$ cat src/sv/metc_pkg.sv
`timescale 1ns / 1ps
`default_nettype none

package metc_pkg;

  localparam logic [1:0] FN_RISE   = 2'd0;
  localparam logic [1:0] FN_FALL   = 2'd1;
  localparam logic [1:0] FN_BUTTON = 2'd2;

  localparam logic [2:0] EL_NONE      = 3'd0;
  localparam logic [2:0] EL_CAL       = 3'd1;
  localparam logic [2:0] EL_EOC       = 3'd2;
  localparam logic [2:0] EL_EOW       = 3'd3;
  localparam logic [2:0] EL_BADSPACE  = 3'd4;
  localparam logic [2:0] EL_DOT       = 3'd5;
  localparam logic [2:0] EL_DASH      = 3'd6;
  localparam logic [2:0] EL_BADPULSE  = 3'd7;

  localparam logic [2:0] PH_CAL_RISE = 3'd0;
  localparam logic [2:0] PH_CAL_FALL = 3'd1;
  localparam logic [2:0] PH_EOC_RISE = 3'd2;
  localparam logic [2:0] PH_EOC_FALL = 3'd3;
  localparam logic [2:0] PH_DEC_RISE = 3'd4;
  localparam logic [2:0] PH_DEC_FALL = 3'd5;

  // range check select: 1, 3 or 7 dots
  localparam logic [1:0] SEL_X1 = 2'd0;
  localparam logic [1:0] SEL_X3 = 2'd1;
  localparam logic [1:0] SEL_X7 = 2'd2;

  localparam logic [7:0] TOL_X1 = 8'd20;
  localparam logic [7:0] TOL_X3 = 8'd60;
  localparam logic [7:0] TOL_X7 = 8'd140;

  localparam int RATIO_SCALE = 100;
  localparam int RATIO_LO    = 34;
  localparam int RATIO_HI    = 297;

  typedef struct packed {
    logic       load_in;
    logic       store_rise;
    logic       store_fall;
    logic       cand_take_width;
    logic       cand_clear;
    logic       dot_take_cand;
    logic       dot_take_width;
    logic       div_start;
    logic       div_step;
    logic       centre_load;
    logic [1:0] chk_sel;
    logic       dur_pulse;
    logic       out_load;
    logic [2:0] element;
    logic [2:0] phase;
  } cmd_t;

  typedef struct packed {
    logic [1:0] func;
    logic       cand_zero;
    logic       width_zero;
    logic       div_last;
    logic       q_low;
    logic       q_high;
    logic       hit;
    logic       can_load;
  } sts_t;

endpackage

`default_nettype wire

$ cat src/sv/metc_ifs.sv
`timescale 1ns / 1ps
`default_nettype none

interface metc_ev_if #(
  parameter int TIME_WIDTH = 16
);
  logic                  valid;
  logic                  ready;
  logic [1:0]            func;
  logic [TIME_WIDTH-1:0] timestamp;

  modport source (output valid, func, timestamp, input ready);
  modport sink   (input valid, func, timestamp, output ready);
endinterface

interface metc_res_if;
  logic        valid;
  logic        ready;
  logic [2:0]  element;
  logic [15:0] dot_length;
  logic [2:0]  phase;

  modport source (output valid, element, dot_length, phase, input ready);
  modport sink   (input valid, element, dot_length, phase, output ready);
endinterface

`default_nettype wire

$ cat src/sv/morse_element_timing_classifier.sv
`timescale 1ns / 1ps
`default_nettype none

// Morse element timing classifier.
// ev carries one request per keyed-signal event: func (rise, fall, button)
// and a free-running timestamp of TIME_WIDTH bits. res returns exactly one
// result per request: element code, current dot length and phase.
// Each request is handled alone; the next one is taken when the controller
// is back in idle. Every request passes through dispatch and finish; a
// calibration pulse that ends early also passes the calibration check, a
// space or pulse classification runs one or two range checks (each a centre
// load and a compare), and a calibration pulse that needs the ratio runs the
// restoring divider, one quotient bit per cycle over TIME_WIDTH + 7 quotient
// bits. The result enters the output register as the controller goes idle.
// Reset clears the phase to calibration, both edge times, the candidate
// pulse and the dot length. When the receiver stalls, the result waits in
// the output register; one further request is accepted and processed, and
// its result holds in the controller until the register frees.
module morse_element_timing_classifier #(
  parameter int TIME_WIDTH = 16
) (
  input  wire logic clk,
  input  wire logic rst,
  metc_ev_if.sink   ev,
  metc_res_if.source res
);
  import metc_pkg::*;

  cmd_t cmd;
  sts_t sts;
  logic in_ready;

  assign ev.ready = in_ready;

  metc_ctrl u_ctrl (
    .clk      (clk),
    .rst      (rst),
    .in_valid (ev.valid),
    .in_ready (in_ready),
    .sts      (sts),
    .cmd      (cmd)
  );

  metc_dp #(
    .TIME_WIDTH (TIME_WIDTH)
  ) u_dp (
    .clk        (clk),
    .rst        (rst),
    .cmd        (cmd),
    .sts        (sts),
    .func_in    (ev.func),
    .ts_in      (ev.timestamp),
    .res_ready  (res.ready),
    .res_valid  (res.valid),
    .element    (res.element),
    .dot_length (res.dot_length),
    .phase      (res.phase)
  );

endmodule

`default_nettype wire

$ cat src/sv/metc_dp.sv
`timescale 1ns / 1ps
`default_nettype none

module metc_dp #(
  parameter int TIME_WIDTH = 16
) (
  input  wire logic                  clk,
  input  wire logic                  rst,
  input  wire metc_pkg::cmd_t        cmd,
  output metc_pkg::sts_t             sts,
  input  wire logic [1:0]            func_in,
  input  wire logic [TIME_WIDTH-1:0] ts_in,
  input  wire logic                  res_ready,
  output logic                       res_valid,
  output logic [2:0]                 element,
  output logic [15:0]                dot_length,
  output logic [2:0]                 phase
);
  import metc_pkg::*;

  localparam int TW = TIME_WIDTH;
  localparam int QW = TW + 7;
  localparam int EW = TW + 4;
  localparam int CW = $clog2(QW);

  logic [1:0]    func_r;
  logic [TW-1:0] ts_r;
  logic [TW-1:0] rise;
  logic [TW-1:0] fall;
  logic [TW-1:0] cand;
  logic [TW-1:0] dot;

  logic [QW-1:0] dvd;
  logic [QW-1:0] quo;
  logic [TW-1:0] rem;
  logic [CW-1:0] cnt;

  logic [EW-1:0] centre;
  logic [1:0]    sel;

  logic [TW-1:0] width;
  logic [TW-1:0] gap;
  logic [TW-1:0] dur;
  logic [QW-1:0] cand_q;
  logic [QW-1:0] dvd_init;
  logic [TW:0]   rem_sh;
  logic [TW:0]   dvs_ext;
  logic          ge;
  logic [TW:0]   rem_sub;
  logic [EW-1:0] dot_e;
  logic [EW-1:0] centre_next;
  logic [EW-1:0] dur_e;
  logic [EW-1:0] tol_e;
  logic [7:0]    tol;
  logic [TW+15:0] dot_wide;

  assign width    = fall - rise;
  assign gap      = rise - fall;
  assign dur      = cmd.dur_pulse ? width : gap;

  // 100 * candidate as shifts
  assign cand_q   = QW'(cand);
  assign dvd_init = (cand_q << 6) + (cand_q << 5) + (cand_q << 2);

  assign rem_sh   = {rem, dvd[QW-1]};
  assign dvs_ext  = {1'b0, width};
  assign ge       = rem_sh >= dvs_ext;
  assign rem_sub  = rem_sh - dvs_ext;

  assign dot_e = EW'(dot);
  always_comb begin
    case (cmd.chk_sel)
      SEL_X3:  centre_next = dot_e + (dot_e << 1);
      SEL_X7:  centre_next = (dot_e << 3) - dot_e;
      default: centre_next = dot_e;
    endcase
  end

  always_comb begin
    case (sel)
      SEL_X3:  tol = TOL_X3;
      SEL_X7:  tol = TOL_X7;
      default: tol = TOL_X1;
    endcase
  end

  assign dur_e = EW'(dur);
  assign tol_e = EW'(tol);

  always_ff @(posedge clk) begin
    if (cmd.load_in) begin
      func_r <= func_in;
      ts_r   <= ts_in;
    end
    if (cmd.div_start) begin
      dvd <= dvd_init;
      quo <= '0;
      rem <= '0;
      cnt <= CW'(QW - 1);
    end else if (cmd.div_step) begin
      dvd <= {dvd[QW-2:0], 1'b0};
      quo <= {quo[QW-2:0], ge};
      rem <= ge ? rem_sub[TW-1:0] : rem_sh[TW-1:0];
      cnt <= cnt - 1'b1;
    end
    if (cmd.centre_load) begin
      centre <= centre_next;
      sel    <= cmd.chk_sel;
    end
  end

  always_ff @(posedge clk) begin
    if (rst) begin
      rise <= '0;
      fall <= '0;
      cand <= '0;
      dot  <= '0;
    end else begin
      if (cmd.store_rise) rise <= ts_r;
      if (cmd.store_fall) fall <= ts_r;
      if (cmd.cand_clear) begin
        cand <= '0;
      end else if (cmd.cand_take_width) begin
        cand <= width;
      end
      if (cmd.dot_take_cand) begin
        dot <= cand;
      end else if (cmd.dot_take_width) begin
        dot <= width;
      end
    end
  end

  assign dot_wide = {16'b0, dot};

  always_ff @(posedge clk) begin
    if (rst) begin
      res_valid <= 1'b0;
    end else if (cmd.out_load) begin
      res_valid <= 1'b1;
    end else if (res_ready) begin
      res_valid <= 1'b0;
    end
  end

  always_ff @(posedge clk) begin
    if (cmd.out_load) begin
      element    <= cmd.element;
      phase      <= cmd.phase;
      dot_length <= dot_wide[15:0];
    end
  end

  assign sts.func       = func_r;
  assign sts.cand_zero  = cand == '0;
  assign sts.width_zero = width == '0;
  assign sts.div_last   = cnt == '0;
  assign sts.q_low      = quo <= QW'(RATIO_LO);
  assign sts.q_high     = quo >= QW'(RATIO_HI);
  assign sts.hit        = (dur_e <= centre + tol_e) && (dur_e + tol_e >= centre);
  assign sts.can_load   = !res_valid || res_ready;

endmodule

`default_nettype wire

$ cat src/sv/metc_ctrl.sv
`timescale 1ns / 1ps
`default_nettype none

module metc_ctrl (
  input  wire logic           clk,
  input  wire logic           rst,
  input  wire logic           in_valid,
  output logic                in_ready,
  input  wire metc_pkg::sts_t sts,
  output metc_pkg::cmd_t      cmd
);
  import metc_pkg::*;

  localparam logic [3:0] S_IDLE     = 4'd0;
  localparam logic [3:0] S_DISPATCH = 4'd1;
  localparam logic [3:0] S_CAL      = 4'd2;
  localparam logic [3:0] S_DIV      = 4'd3;
  localparam logic [3:0] S_CAL_END  = 4'd4;
  localparam logic [3:0] S_CEN0     = 4'd5;
  localparam logic [3:0] S_CHK0     = 4'd6;
  localparam logic [3:0] S_CEN1     = 4'd7;
  localparam logic [3:0] S_CHK1     = 4'd8;
  localparam logic [3:0] S_FINISH   = 4'd9;

  logic [3:0] state;
  logic [3:0] state_next;
  logic [2:0] phase;
  logic [2:0] phase_next;
  logic [2:0] el;
  logic [2:0] el_next;
  logic       is_space;
  logic       is_space_next;
  logic [2:0] space_phase;

  // phase after a space, given the element found
  always_comb begin
    if (phase == PH_EOC_RISE) begin
      space_phase = (el_next == EL_EOC) ? PH_DEC_FALL : PH_EOC_FALL;
    end else begin
      space_phase = PH_DEC_FALL;
    end
  end

  always_comb begin
    state_next    = state;
    phase_next    = phase;
    el_next       = el;
    is_space_next = is_space;
    cmd           = '0;
    cmd.element   = el;
    cmd.phase     = phase;
    cmd.dur_pulse = !is_space;
    in_ready      = 1'b0;

    unique case (state)
      S_IDLE: begin
        in_ready = 1'b1;
        if (in_valid) begin
          cmd.load_in = 1'b1;
          state_next  = S_DISPATCH;
        end
      end
      S_DISPATCH: begin
        el_next    = EL_NONE;
        state_next = S_FINISH;
        case (sts.func)
          FN_BUTTON: begin
            if (phase >= PH_EOC_RISE) begin
              phase_next     = PH_CAL_RISE;
              cmd.cand_clear = 1'b1;
            end
          end
          FN_RISE: begin
            unique case (phase) inside
              PH_CAL_RISE: begin
                cmd.store_rise = 1'b1;
                phase_next     = PH_CAL_FALL;
              end
              PH_EOC_RISE, PH_DEC_RISE: begin
                cmd.store_rise = 1'b1;
                is_space_next  = 1'b1;
                state_next     = S_CEN0;
              end
              default: ;
            endcase
          end
          FN_FALL: begin
            unique case (phase)
              PH_CAL_FALL: begin
                cmd.store_fall = 1'b1;
                state_next     = S_CAL;
              end
              PH_EOC_FALL: begin
                cmd.store_fall = 1'b1;
                phase_next     = PH_EOC_RISE;
              end
              PH_DEC_FALL: begin
                cmd.store_fall = 1'b1;
                is_space_next  = 1'b0;
                state_next     = S_CEN0;
              end
              default: ;
            endcase
          end
          default: ;
        endcase
      end
      S_CAL: begin
        state_next = S_FINISH;
        if (sts.cand_zero) begin
          cmd.cand_take_width = 1'b1;
          phase_next          = PH_CAL_RISE;
        end else if (sts.width_zero) begin
          cmd.cand_clear = 1'b1;
          phase_next     = PH_CAL_RISE;
        end else begin
          cmd.div_start = 1'b1;
          state_next    = S_DIV;
        end
      end
      S_DIV: begin
        cmd.div_step = 1'b1;
        if (sts.div_last) state_next = S_CAL_END;
      end
      S_CAL_END: begin
        state_next = S_FINISH;
        if (sts.q_low) begin
          cmd.dot_take_cand = 1'b1;
          el_next           = EL_CAL;
          phase_next        = PH_EOC_RISE;
        end else if (sts.q_high) begin
          cmd.dot_take_width = 1'b1;
          el_next            = EL_CAL;
          phase_next         = PH_EOC_RISE;
        end else begin
          cmd.cand_take_width = 1'b1;
          phase_next          = PH_CAL_RISE;
        end
      end
      S_CEN0: begin
        cmd.centre_load = 1'b1;
        cmd.chk_sel     = is_space ? SEL_X3 : SEL_X1;
        state_next      = S_CHK0;
      end
      S_CHK0: begin
        if (sts.hit) begin
          el_next    = is_space ? EL_EOC : EL_DOT;
          phase_next = is_space ? space_phase : PH_DEC_RISE;
          state_next = S_FINISH;
        end else begin
          state_next = S_CEN1;
        end
      end
      S_CEN1: begin
        cmd.centre_load = 1'b1;
        cmd.chk_sel     = is_space ? SEL_X7 : SEL_X3;
        state_next      = S_CHK1;
      end
      S_CHK1: begin
        if (is_space) begin
          el_next = sts.hit ? EL_EOW : EL_BADSPACE;
        end else begin
          el_next = sts.hit ? EL_DASH : EL_BADPULSE;
        end
        phase_next = is_space ? space_phase : PH_DEC_RISE;
        state_next = S_FINISH;
      end
      S_FINISH: begin
        if (sts.can_load) begin
          cmd.out_load = 1'b1;
          state_next   = S_IDLE;
        end
      end
      default: state_next = S_IDLE;
    endcase
  end

  always_ff @(posedge clk) begin
    if (rst) begin
      state <= S_IDLE;
      phase <= PH_CAL_RISE;
    end else begin
      state <= state_next;
      phase <= phase_next;
    end
  end

  always_ff @(posedge clk) begin
    el       <= el_next;
    is_space <= is_space_next;
  end

  a_accept: assert property (@(posedge clk) disable iff (rst)
    (state == S_IDLE && in_valid) |=> state == S_DISPATCH)
    else $error("accepted request not dispatched");

  a_div_run: assert property (@(posedge clk) disable iff (rst)
    (state == S_DIV && !sts.div_last) |=> state == S_DIV)
    else $error("divider left early");

  a_cal_phase: assert property (@(posedge clk) disable iff (rst)
    (cmd.out_load && cmd.element == EL_CAL) |-> cmd.phase == PH_EOC_RISE)
    else $error("calibration result with wrong phase");

  a_eoc_phase: assert property (@(posedge clk) disable iff (rst)
    (cmd.out_load && cmd.element == EL_EOC) |-> cmd.phase == PH_DEC_FALL)
    else $error("end of character with wrong phase");

  a_pulse_phase: assert property (@(posedge clk) disable iff (rst)
    (cmd.out_load && (cmd.element == EL_DOT || cmd.element == EL_DASH ||
                      cmd.element == EL_BADPULSE)) |-> cmd.phase == PH_DEC_RISE)
    else $error("pulse result with wrong phase");

endmodule

`default_nettype wire

$ cat src/flat_wrapper.sv
// flat-port wrapper written by rule: the top's interface ports become plain ports
module morse_element_timing_classifier_flat import metc_pkg::*;
#(
  parameter int TIME_WIDTH = 16
)
  (clk, rst, ev_valid, ev_func, ev_timestamp, ev_ready, res_valid, res_element, res_dot_length, res_phase, res_ready);
  metc_ev_if #(.TIME_WIDTH(TIME_WIDTH)) ev_i ();
  metc_res_if res_i ();
  input  wire logic clk;
  input  wire logic rst;
  input wire logic [$bits(ev_i.valid)-1:0] ev_valid;
  input wire logic [$bits(ev_i.func)-1:0] ev_func;
  input wire logic [$bits(ev_i.timestamp)-1:0] ev_timestamp;
  output wire logic [$bits(ev_i.ready)-1:0] ev_ready;
  output wire logic [$bits(res_i.valid)-1:0] res_valid;
  output wire logic [$bits(res_i.element)-1:0] res_element;
  output wire logic [$bits(res_i.dot_length)-1:0] res_dot_length;
  output wire logic [$bits(res_i.phase)-1:0] res_phase;
  input wire logic [$bits(res_i.ready)-1:0] res_ready;
  assign ev_i.valid = ev_valid;
  assign ev_i.func = ev_func;
  assign ev_i.timestamp = ev_timestamp;
  assign ev_ready = ev_i.ready;
  assign res_valid = res_i.valid;
  assign res_element = res_i.element;
  assign res_dot_length = res_i.dot_length;
  assign res_phase = res_i.phase;
  assign res_i.ready = res_ready;
  morse_element_timing_classifier #(.TIME_WIDTH(TIME_WIDTH)) u_core (.clk(clk), .rst(rst), .ev(ev_i), .res(res_i));
endmodule
$ cat config.mk
export PLATFORM = sky130hd
export DESIGN_NAME = morse_element_timing_classifier_flat
export DESIGN_NICKNAME = d
export VERILOG_FILES = /design/src/sv/metc_pkg.sv /design/src/sv/metc_ifs.sv /design/src/sv/morse_element_timing_classifier.sv /design/src/sv/metc_dp.sv /design/src/sv/metc_ctrl.sv /design/src/flat_wrapper.sv
export SDC_FILE = /design/constraint.sdc
export NUM_CORES = 1
export LEC_CHECK = 0
export BUFFER_PORTS_ARGS = -buffer_cell sky130_fd_sc_hd__buf_2
export CORE_ASPECT_RATIO = 1.75
export CORE_MARGIN = 2
export CORE_UTILIZATION = 64
export DETAILED_ROUTE_END_ITERATION = 7
export GPL_TIMING_DRIVEN = 0
export PLACE_DENSITY = 0.83
export SLEW_MARGIN = 20
export SYNTH_ARGS = -nofsm -noshare
export SYNTH_HDL_FRONTEND = slang
export SYNTH_SLANG_ARGS = --single-unit
export TNS_END_PERCENT = 10
$ cat constraint.sdc
create_clock -name clk -period 7.8 [get_ports clk]
set_clock_uncertainty 0.15 [all_clocks]
set_input_delay 1.56 -clock clk [delete_from_list [all_inputs] [get_ports clk]]
set_output_delay 1.56 -clock clk [all_outputs]
set_load 0.02 [all_outputs]
# After elaboration in Yosys (flattened, before gate mapping)
# Index checks and enable logic that the tools add are counted.
# word_totals
input_bits	22
ff_bits	205
# classes
n_eq_ne	32
n_lt_le_gt_ge	6
reduce_logical	22
n_addsub	10
mux	74
# ops
op	n
16-bit 2-to-1 mux	4
16-bit subtractor	3
23-bit 2-to-1 mux	2
3-bit 2-to-1 mux	15
20-bit case mux with 2 select lines	1
4-bit case mux with 9 select lines	1
16-bit logical NOT	2
1-bit 2-to-1 mux	29
4-bit 2-to-1 mux	7
22-bit by 21-bit adder with 23-bit output	1
23-bit by 18-bit adder with 23-bit output	1
23-bit by 9-bit greater-or-equal comparator with 1-bit output, second input constant	1
23-bit by 6-bit less-or-equal comparator with 1-bit output, second input constant	1
20-bit by 8-bit adder with 20-bit output	1
17-bit by 20-bit greater-or-equal comparator with 1-bit output	1
16-bit by 20-bit less-or-equal comparator with 1-bit output	1
19-bit by 16-bit subtractor with 20-bit output	1
16-bit by 17-bit adder with 18-bit output	1
16-bit by 8-bit adder with 17-bit output	1
17-bit by 16-bit greater-or-equal comparator with 1-bit output	1
4-bit by 3-bit == test with 1-bit output, second input constant	4
4-bit case mux with 2 select lines	2
8-bit case mux with 2 select lines	1
3-bit case mux with 5 select lines	1
34 further kinds	61

# Longest topological paths before layout
# depth
ltp_word	14
depth_mapped	32
ltp_nobuf	32

# Hierarchy
# Synthesis repeated with hierarchy kept, for this count alone.
# hier_totals
hier_cells	1664
hier_area_um2	14968.1
# modules_own_cells
module	seq_area_each_um2	area_each_um2	cells_each	n_inst
metc_dp	4674.5	13812.0	1504	1
metc_ctrl	230.2	1156.1	160	1

# Worst setup path before layout
# No wires, ideal clock.
# synth_path
path_type	reg-to-reg
startpoint	reg u_core.u_dp.fall[0]
endpoint	reg u_core.u_ctrl.phase[1]
slack_ps	2041
n_path_buf	0
setup_ps	138
arrival_ps	5471
stages_incl_launch_ff	31
path_cell_list	dfxtp_1 -> inv_1 -> ha_1 -> inv_1 -> fa_1 -> a21o_1 -> a21oi_1 -> a21oi_1 -> xor2_1 -> ha_1 -> a21o_1 -> a21o_1 -> a31oi_1 -> nand2b_1 -> nor3_1 -> nor2_1 -> ha_1 -> and3_1 -> nand4_1 -> a221o_1 -> a41oi_1 -> o21ai_0 -> nand2b_1 -> ha_1 -> nand2b_1 -> mux2i_1 -> a21oi_1 -> o22a_1 -> a221o_1 -> o311ai_1 -> a221oi_1
# synth_via
elab_chain_cells	14
word_cells_on_any_way	22
classes_between	add/sub: 3; order compare: 2; eq/ne: 3; mux: 11; reduce/logical: 3
# synth_lines
element	line	source
start, declared	metc_dp.sv:29	logic [TW-1:0] fall;
start signal, assigned	metc_dp.sv:120	if (cmd.store_fall) fall <= ts_r;
16-bit subtractor (on tied branches)	metc_dp.sv:57, metc_dp.sv:58	
16-bit 2-to-1 mux *	metc_dp.sv:59	assign dur = cmd.dur_pulse ? width : gap;
16-bit by 8-bit adder with 17-bit output	metc_dp.sv:160	assign sts.hit = (dur_e <= centre + tol_e) && (dur_e + tol_e >= centre);
17-bit by 20-bit greater-or-equal comparator with 1-bit output	metc_dp.sv:160	
1-bit logical AND *	metc_dp.sv:160	
1-bit 2-to-1 mux / 3-bit 2-to-1 mux (equally long branches)	metc_ctrl.sv:163, metc_ctrl.sv:161	
3-bit 2-to-1 mux	metc_ctrl.sv:160	if (is_space) begin
3-bit case mux with 4 select lines *	metc_ctrl.sv:55	unique case (state)
named net u_core.u_ctrl.el_next[0]	metc_ctrl.sv:30	logic [2:0] el_next;
3-bit by 2-bit == test with 1-bit output *	metc_ctrl.sv:38	space_phase = (el_next == EL_EOC) ? PH_DEC_FALL : PH_EOC_FALL;
3-bit 2-to-1 mux *	metc_ctrl.sv:38	
3-bit 2-to-1 mux *	metc_ctrl.sv:37	if (phase == PH_EOC_RISE) begin
3-bit 2-to-1 mux *	metc_ctrl.sv:148, metc_ctrl.sv:165	
3-bit 2-to-1 mux	metc_ctrl.sv:146	if (sts.hit) begin
3-bit case mux with 5 select lines *	metc_ctrl.sv:55	
end signal, assigned	metc_ctrl.sv:184	phase <= phase_next;
end, declared	metc_ctrl.sv:27	logic [2:0] phase;
# Mark *: on every way through the listed nets, which the timed path passes. The rest lies on a longest branch. The select of a mux whose other input is x is not followed.
# A chain may end at the register's enable or synchronous reset.

# Worst setup path after layout
# layout_path
startpoint	reg u_core.u_ctrl.is_space
endpoint	reg u_core.u_ctrl.phase[1]
# layout_via
elab_chain_cells	13
word_cells_on_any_way	19
classes_between	add/sub: 1; order compare: 2; eq/ne: 2; mux: 12; reduce/logical: 2
# layout_lines
element	line	source
start, declared	metc_ctrl.sv:31	logic is_space;
start signal, assigned	metc_ctrl.sv:190	is_space <= is_space_next;
16-bit 2-to-1 mux	metc_dp.sv:59	
16-bit by 8-bit adder with 17-bit output	metc_dp.sv:160	
17-bit by 20-bit greater-or-equal comparator with 1-bit output	metc_dp.sv:160	
1-bit logical AND	metc_dp.sv:160	
1-bit 2-to-1 mux / 3-bit 2-to-1 mux (equally long branches)	metc_ctrl.sv:163, metc_ctrl.sv:161	
3-bit 2-to-1 mux	metc_ctrl.sv:160	
3-bit case mux with 4 select lines *	metc_ctrl.sv:55	
named net u_core.u_ctrl.el_next[0]	metc_ctrl.sv:30	
3-bit by 2-bit == test with 1-bit output *	metc_ctrl.sv:38	
3-bit 2-to-1 mux *	metc_ctrl.sv:38	
3-bit 2-to-1 mux *	metc_ctrl.sv:37	
3-bit 2-to-1 mux *	metc_ctrl.sv:148, metc_ctrl.sv:165	
3-bit 2-to-1 mux	metc_ctrl.sv:146	
3-bit case mux with 5 select lines *	metc_ctrl.sv:55	
# Marks and branches as above.

==> qor_table.md <==
| Result | This run |
| --- | --- |
| Status | completed |
| Most common library cell in the layout ignoring fill and taps | ha_1 |
| Leftover overflow at the end of global routing | 0 |
| Final cell count without fillers | 2,011 |
| Fraction of the yosys area taken by sequential cells | 0.337 |
| Maximum level of the CTS H-tree | 1 |
| Number of library cell types mapped by synthesis | 81 |
| Sum of net half-perimeters after detailed placement | 32.8 mm |
| CTS sink count | 203 |
| Clock tree buffer depth | 3 |
| Reported max-cap violation count | 0 |
| Number of nets in the layout | 1,895 |
| Routed length per instance | 20.7 microns |
| CTS clock-pin slew for the worst setup and hold paths | 70 ps |
| Share of post-route cells with drive strength above 1 | 0.0771 |
| Final-report hold violation count | 0 |
| Number of warnings reported in the yosys synthesis log | 0 |
| Slew of the pin with the lowest slew margin | 1140 ps |
| Unrepaired setup endpoints after global routing | no |
| Highest-count cells in the layout ignoring fill and taps | ha_1 (157), nand2_1 (145), inv_1 (140) |
| Number of instances in the synthesized netlist | 1,629 |
| Most frequent cell on the critical path | nand2b_1 |
| Async set or reset register ratio after synthesis | 0 |
| DRC marker count from the first detailed-route iteration | 921 |
| Post-synthesis instance area | 14,500 sq um |
| Global placer's final weighted congestion | 1.06 |
| Die footprint | 24,000 sq um |
| Number of storage elements in the synthesis netlist | 203 |
| Internal cell power | 2.23 mW |
| Placeable core region | 22,600 sq um |
| Crit path launch type | flip-flop |
| Synth-to-Final Area Change | 8.70% |
| Crit path arrival time | 7650 ps |
| Setup Viol. Count Final | 0 |
| Number of max-slew violations in the final report | 0 |
| Source-to-sink clock delay at the later pin of the worst-skew pair | 520 ps |
| Post-synthesis area per instance | 8.93 sq um |
| Peak Freq | 134 MHz |
| Count of flip-flops with a built-in enable after synthesis | 84 |
| Pleak | 6.68 nW |
| Initial antenna violation count | 1 |
| DRC viols | 0 |
| Root Buffer Master | clkbuf_16 |
| Number of global-route vias before repair | 12.8k |
| Antenna cell count | 0 |
| Switching fraction of total power | 0.380 |
| Sum Neg Setup Slack | 0 ps |
| Combinational group share of total power | 0.393 |
| Total routed wirelength | 41.7 mm |
| Critical path fanouts, max | 10 |
| Number of buffers added on ports | 45 |
| Max stage delay cell, worst path | clkbuf_1 |
| Routed Antenna Nets | 0 |
| CTS tree | built |
| Setup WS post-layout | 362 ps |
| Post-CTS Setup Inserts | 0 |
| Die width | 118 microns |
| Net Switching | 1.37 mW |
| Die span in y | 203 microns |
| Syn nets | 1,827 |
| CP max stage delay | 540 ps |
| All-Layer GR Usage | 0.346 |
| Ports | 46 |
| Maximum number of pins on one net before global-route repair | 26 |
| CTS buffer count | 21 |
| Row count | 73 |
| Share of total power in the clock network | 0.266 |
| Minimum clock period | 7440 ps |
| Number of vias per cell after detailed routing | 6.33 |
| # placed instances | 1,975 |
| Core utilization of the finished layout | 0.701 |
| CP required | 8010 ps |
| Power share of the sequential group | 0.340 |
| Wire length of the first global-routing pass | 65.5 mm |
| Initial cell density of the core | 0.645 |
| Peak supply drop | 0.000206 V |
| Via count | 12.7k |
| Fin crit share | 0.954 |
| Max-slew headroom | 0.242 |
| Number of instances resized during post-cts repair | 0 |
| Total iterations of the first detailed-routing run | 5 |
| CP Capture Type | flip-flop |
| Power density cells | 228 nW/um^2 |
| Classification of the worst setup path | reg2reg |
| Worst setup timing slack at the placement stage | 157 ps |
| Cts hold-fix bufs | 0 |
| Worst hold path class | reg2reg |
| Prevailing post-synth register cell | dfxtp_1 |
[through the flow]
stage                     cell area [sq um]  hold WS [ps]  power [mW]
after CTS                             15800           312        3.58
after global placement                15100           292        2.58
after floorplan                       14500           258        2.24
after detailed placement              15200           300        2.62
after global routing                  15800           333        3.79
final                                 15800           311        3.60
[logic make-up (layout without fill, tap and decap cells)]
group           count (synthesis)  count (layout)  synth area share
xor+xnor                      101             101            0.0614
fa+ha+maj                     176             176             0.161
flops                         203             203             0.337
simple gates                  445             445             0.145
mux                            42              42            0.0295
compound gates                451             451             0.206
buf+inv                       211             293            0.0594
[area by class of cell]
type                    count  area, sq um
repair buffers             46          236
well taps                 300          375
flip-flops and latches    203         4900
multi-input cells        1215         8790
fillers                  1837         6760
plain buffers              70          335
inverters                 140          526
clock buffers              28          583
clock inverters             9         58.8
[layer usage]
layer	global-route usage	up-vias	wire length, microns
li1	-	5984	-
met1	0.348	6039	14300
met2	0.612	480	20800
met3	0.0587	229	2410
met4	0.308	2	4140
met5	0	-	13
[path summary, 6_finish.rpt]
kind,slack (ps),start,depth (start not counted),to
worst max register to register,360,u_core.u_ctrl.is_space$_DFFE_PP_,29,u_core.u_ctrl.phase[1]$_SDFFE_PP0P_
worst max-delay path,360,u_core.u_ctrl.is_space$_DFFE_PP_,29,u_core.u_ctrl.phase[1]$_SDFFE_PP0P_
worst min-delay path,310,u_core.u_dp.rem[15]$_SDFFE_PP0P_,2,u_core.u_dp.rem[15]$_SDFFE_PP0P_
worst min register to register,310,u_core.u_dp.rem[15]$_SDFFE_PP0P_,2,u_core.u_dp.rem[15]$_SDFFE_PP0P_
[cell usage after synthesis (6+ instances only)]
master / n / share of area
and2_1: 7 / 0.0030
mux2_2: 7 / 0.0054
xor2_1: 39 / 0.023
o221ai_1: 8 / 0.0048
dfxtp_1: 119 / 0.16
and3_1: 10 / 0.0043
a221oi_1: 16 / 0.0096
nand3_1: 20 / 0.0069
fa_1: 19 / 0.026
a21o_1: 32 / 0.017
or3_1: 7 / 0.0030
nor2_1: 124 / 0.032
a31oi_1: 15 / 0.0065
a22o_1: 22 / 0.013
mux2i_1: 35 / 0.024
o21a_1: 18 / 0.0093
edfxtp_1: 84 / 0.17
o211ai_1: 8 / 0.0041
o31ai_1: 11 / 0.0057
or2_2: 7 / 0.0030
a22oi_1: 6 / 0.0031
buf_2: 9 / 0.0031
o21ai_1: 11 / 0.0038
inv_1: 140 / 0.036
a211oi_1: 31 / 0.016
o2111ai_1: 6 / 0.0036
ha_1: 157 / 0.14
nand2b_1: 17 / 0.0073
nand2_1: 145 / 0.037
nand4_1: 19 / 0.0082
nor4_1: 13 / 0.0056
xnor2_1: 61 / 0.037
clkbuf_1: 48 / 0.012
a21oi_1: 122 / 0.042
o21ai_0: 90 / 0.031
nor2b_1: 23 / 0.0099
buf_4: 6 / 0.0031
nor3_1: 32 / 0.011
[power groups by stage]
stage / sequential [mW] / combinational (mW) / clock, mW
floorplan: 1.23 / 1.01 / 0
global placement: 1.25 / 1.34 / 0
global route: 1.23 / 1.55 / 1.01
finish: 1.23 / 1.42 / 0.959
detailed placement: 1.25 / 1.37 / 0
CTS: 1.22 / 1.38 / 0.972
[state kept, by name (all words and copies together) (netlist names), 3 cells and up]
name                    count
u_core.u_dp.element         3
u_core.u_dp.fall           16
u_core.u_dp.cnt             5
u_core.u_dp.centre         20
u_core.u_ctrl.el            3
u_core.u_dp.dot_length     16
u_core.u_dp.rise           16
u_core.u_dp.rem            16
u_core.u_dp.ts_r           16
u_core.u_dp.phase           3
u_core.u_dp.dvd            21
u_core.u_dp.quo            23
u_core.u_ctrl.state         4
u_core.u_ctrl.phase         3
u_core.u_dp.dot            16
u_core.u_dp.cand           16
[worst max-delay path, delay by kind of cell (launching register included)]
family	cells	cell delay, ps
compound gates	11	2560
buf+inv	3	1030
mux	1	140
flops	1	420
simple gates	11	1830
fa+ha+maj	3	1130
No activity file was read; power rests on OpenSTA's default activity.
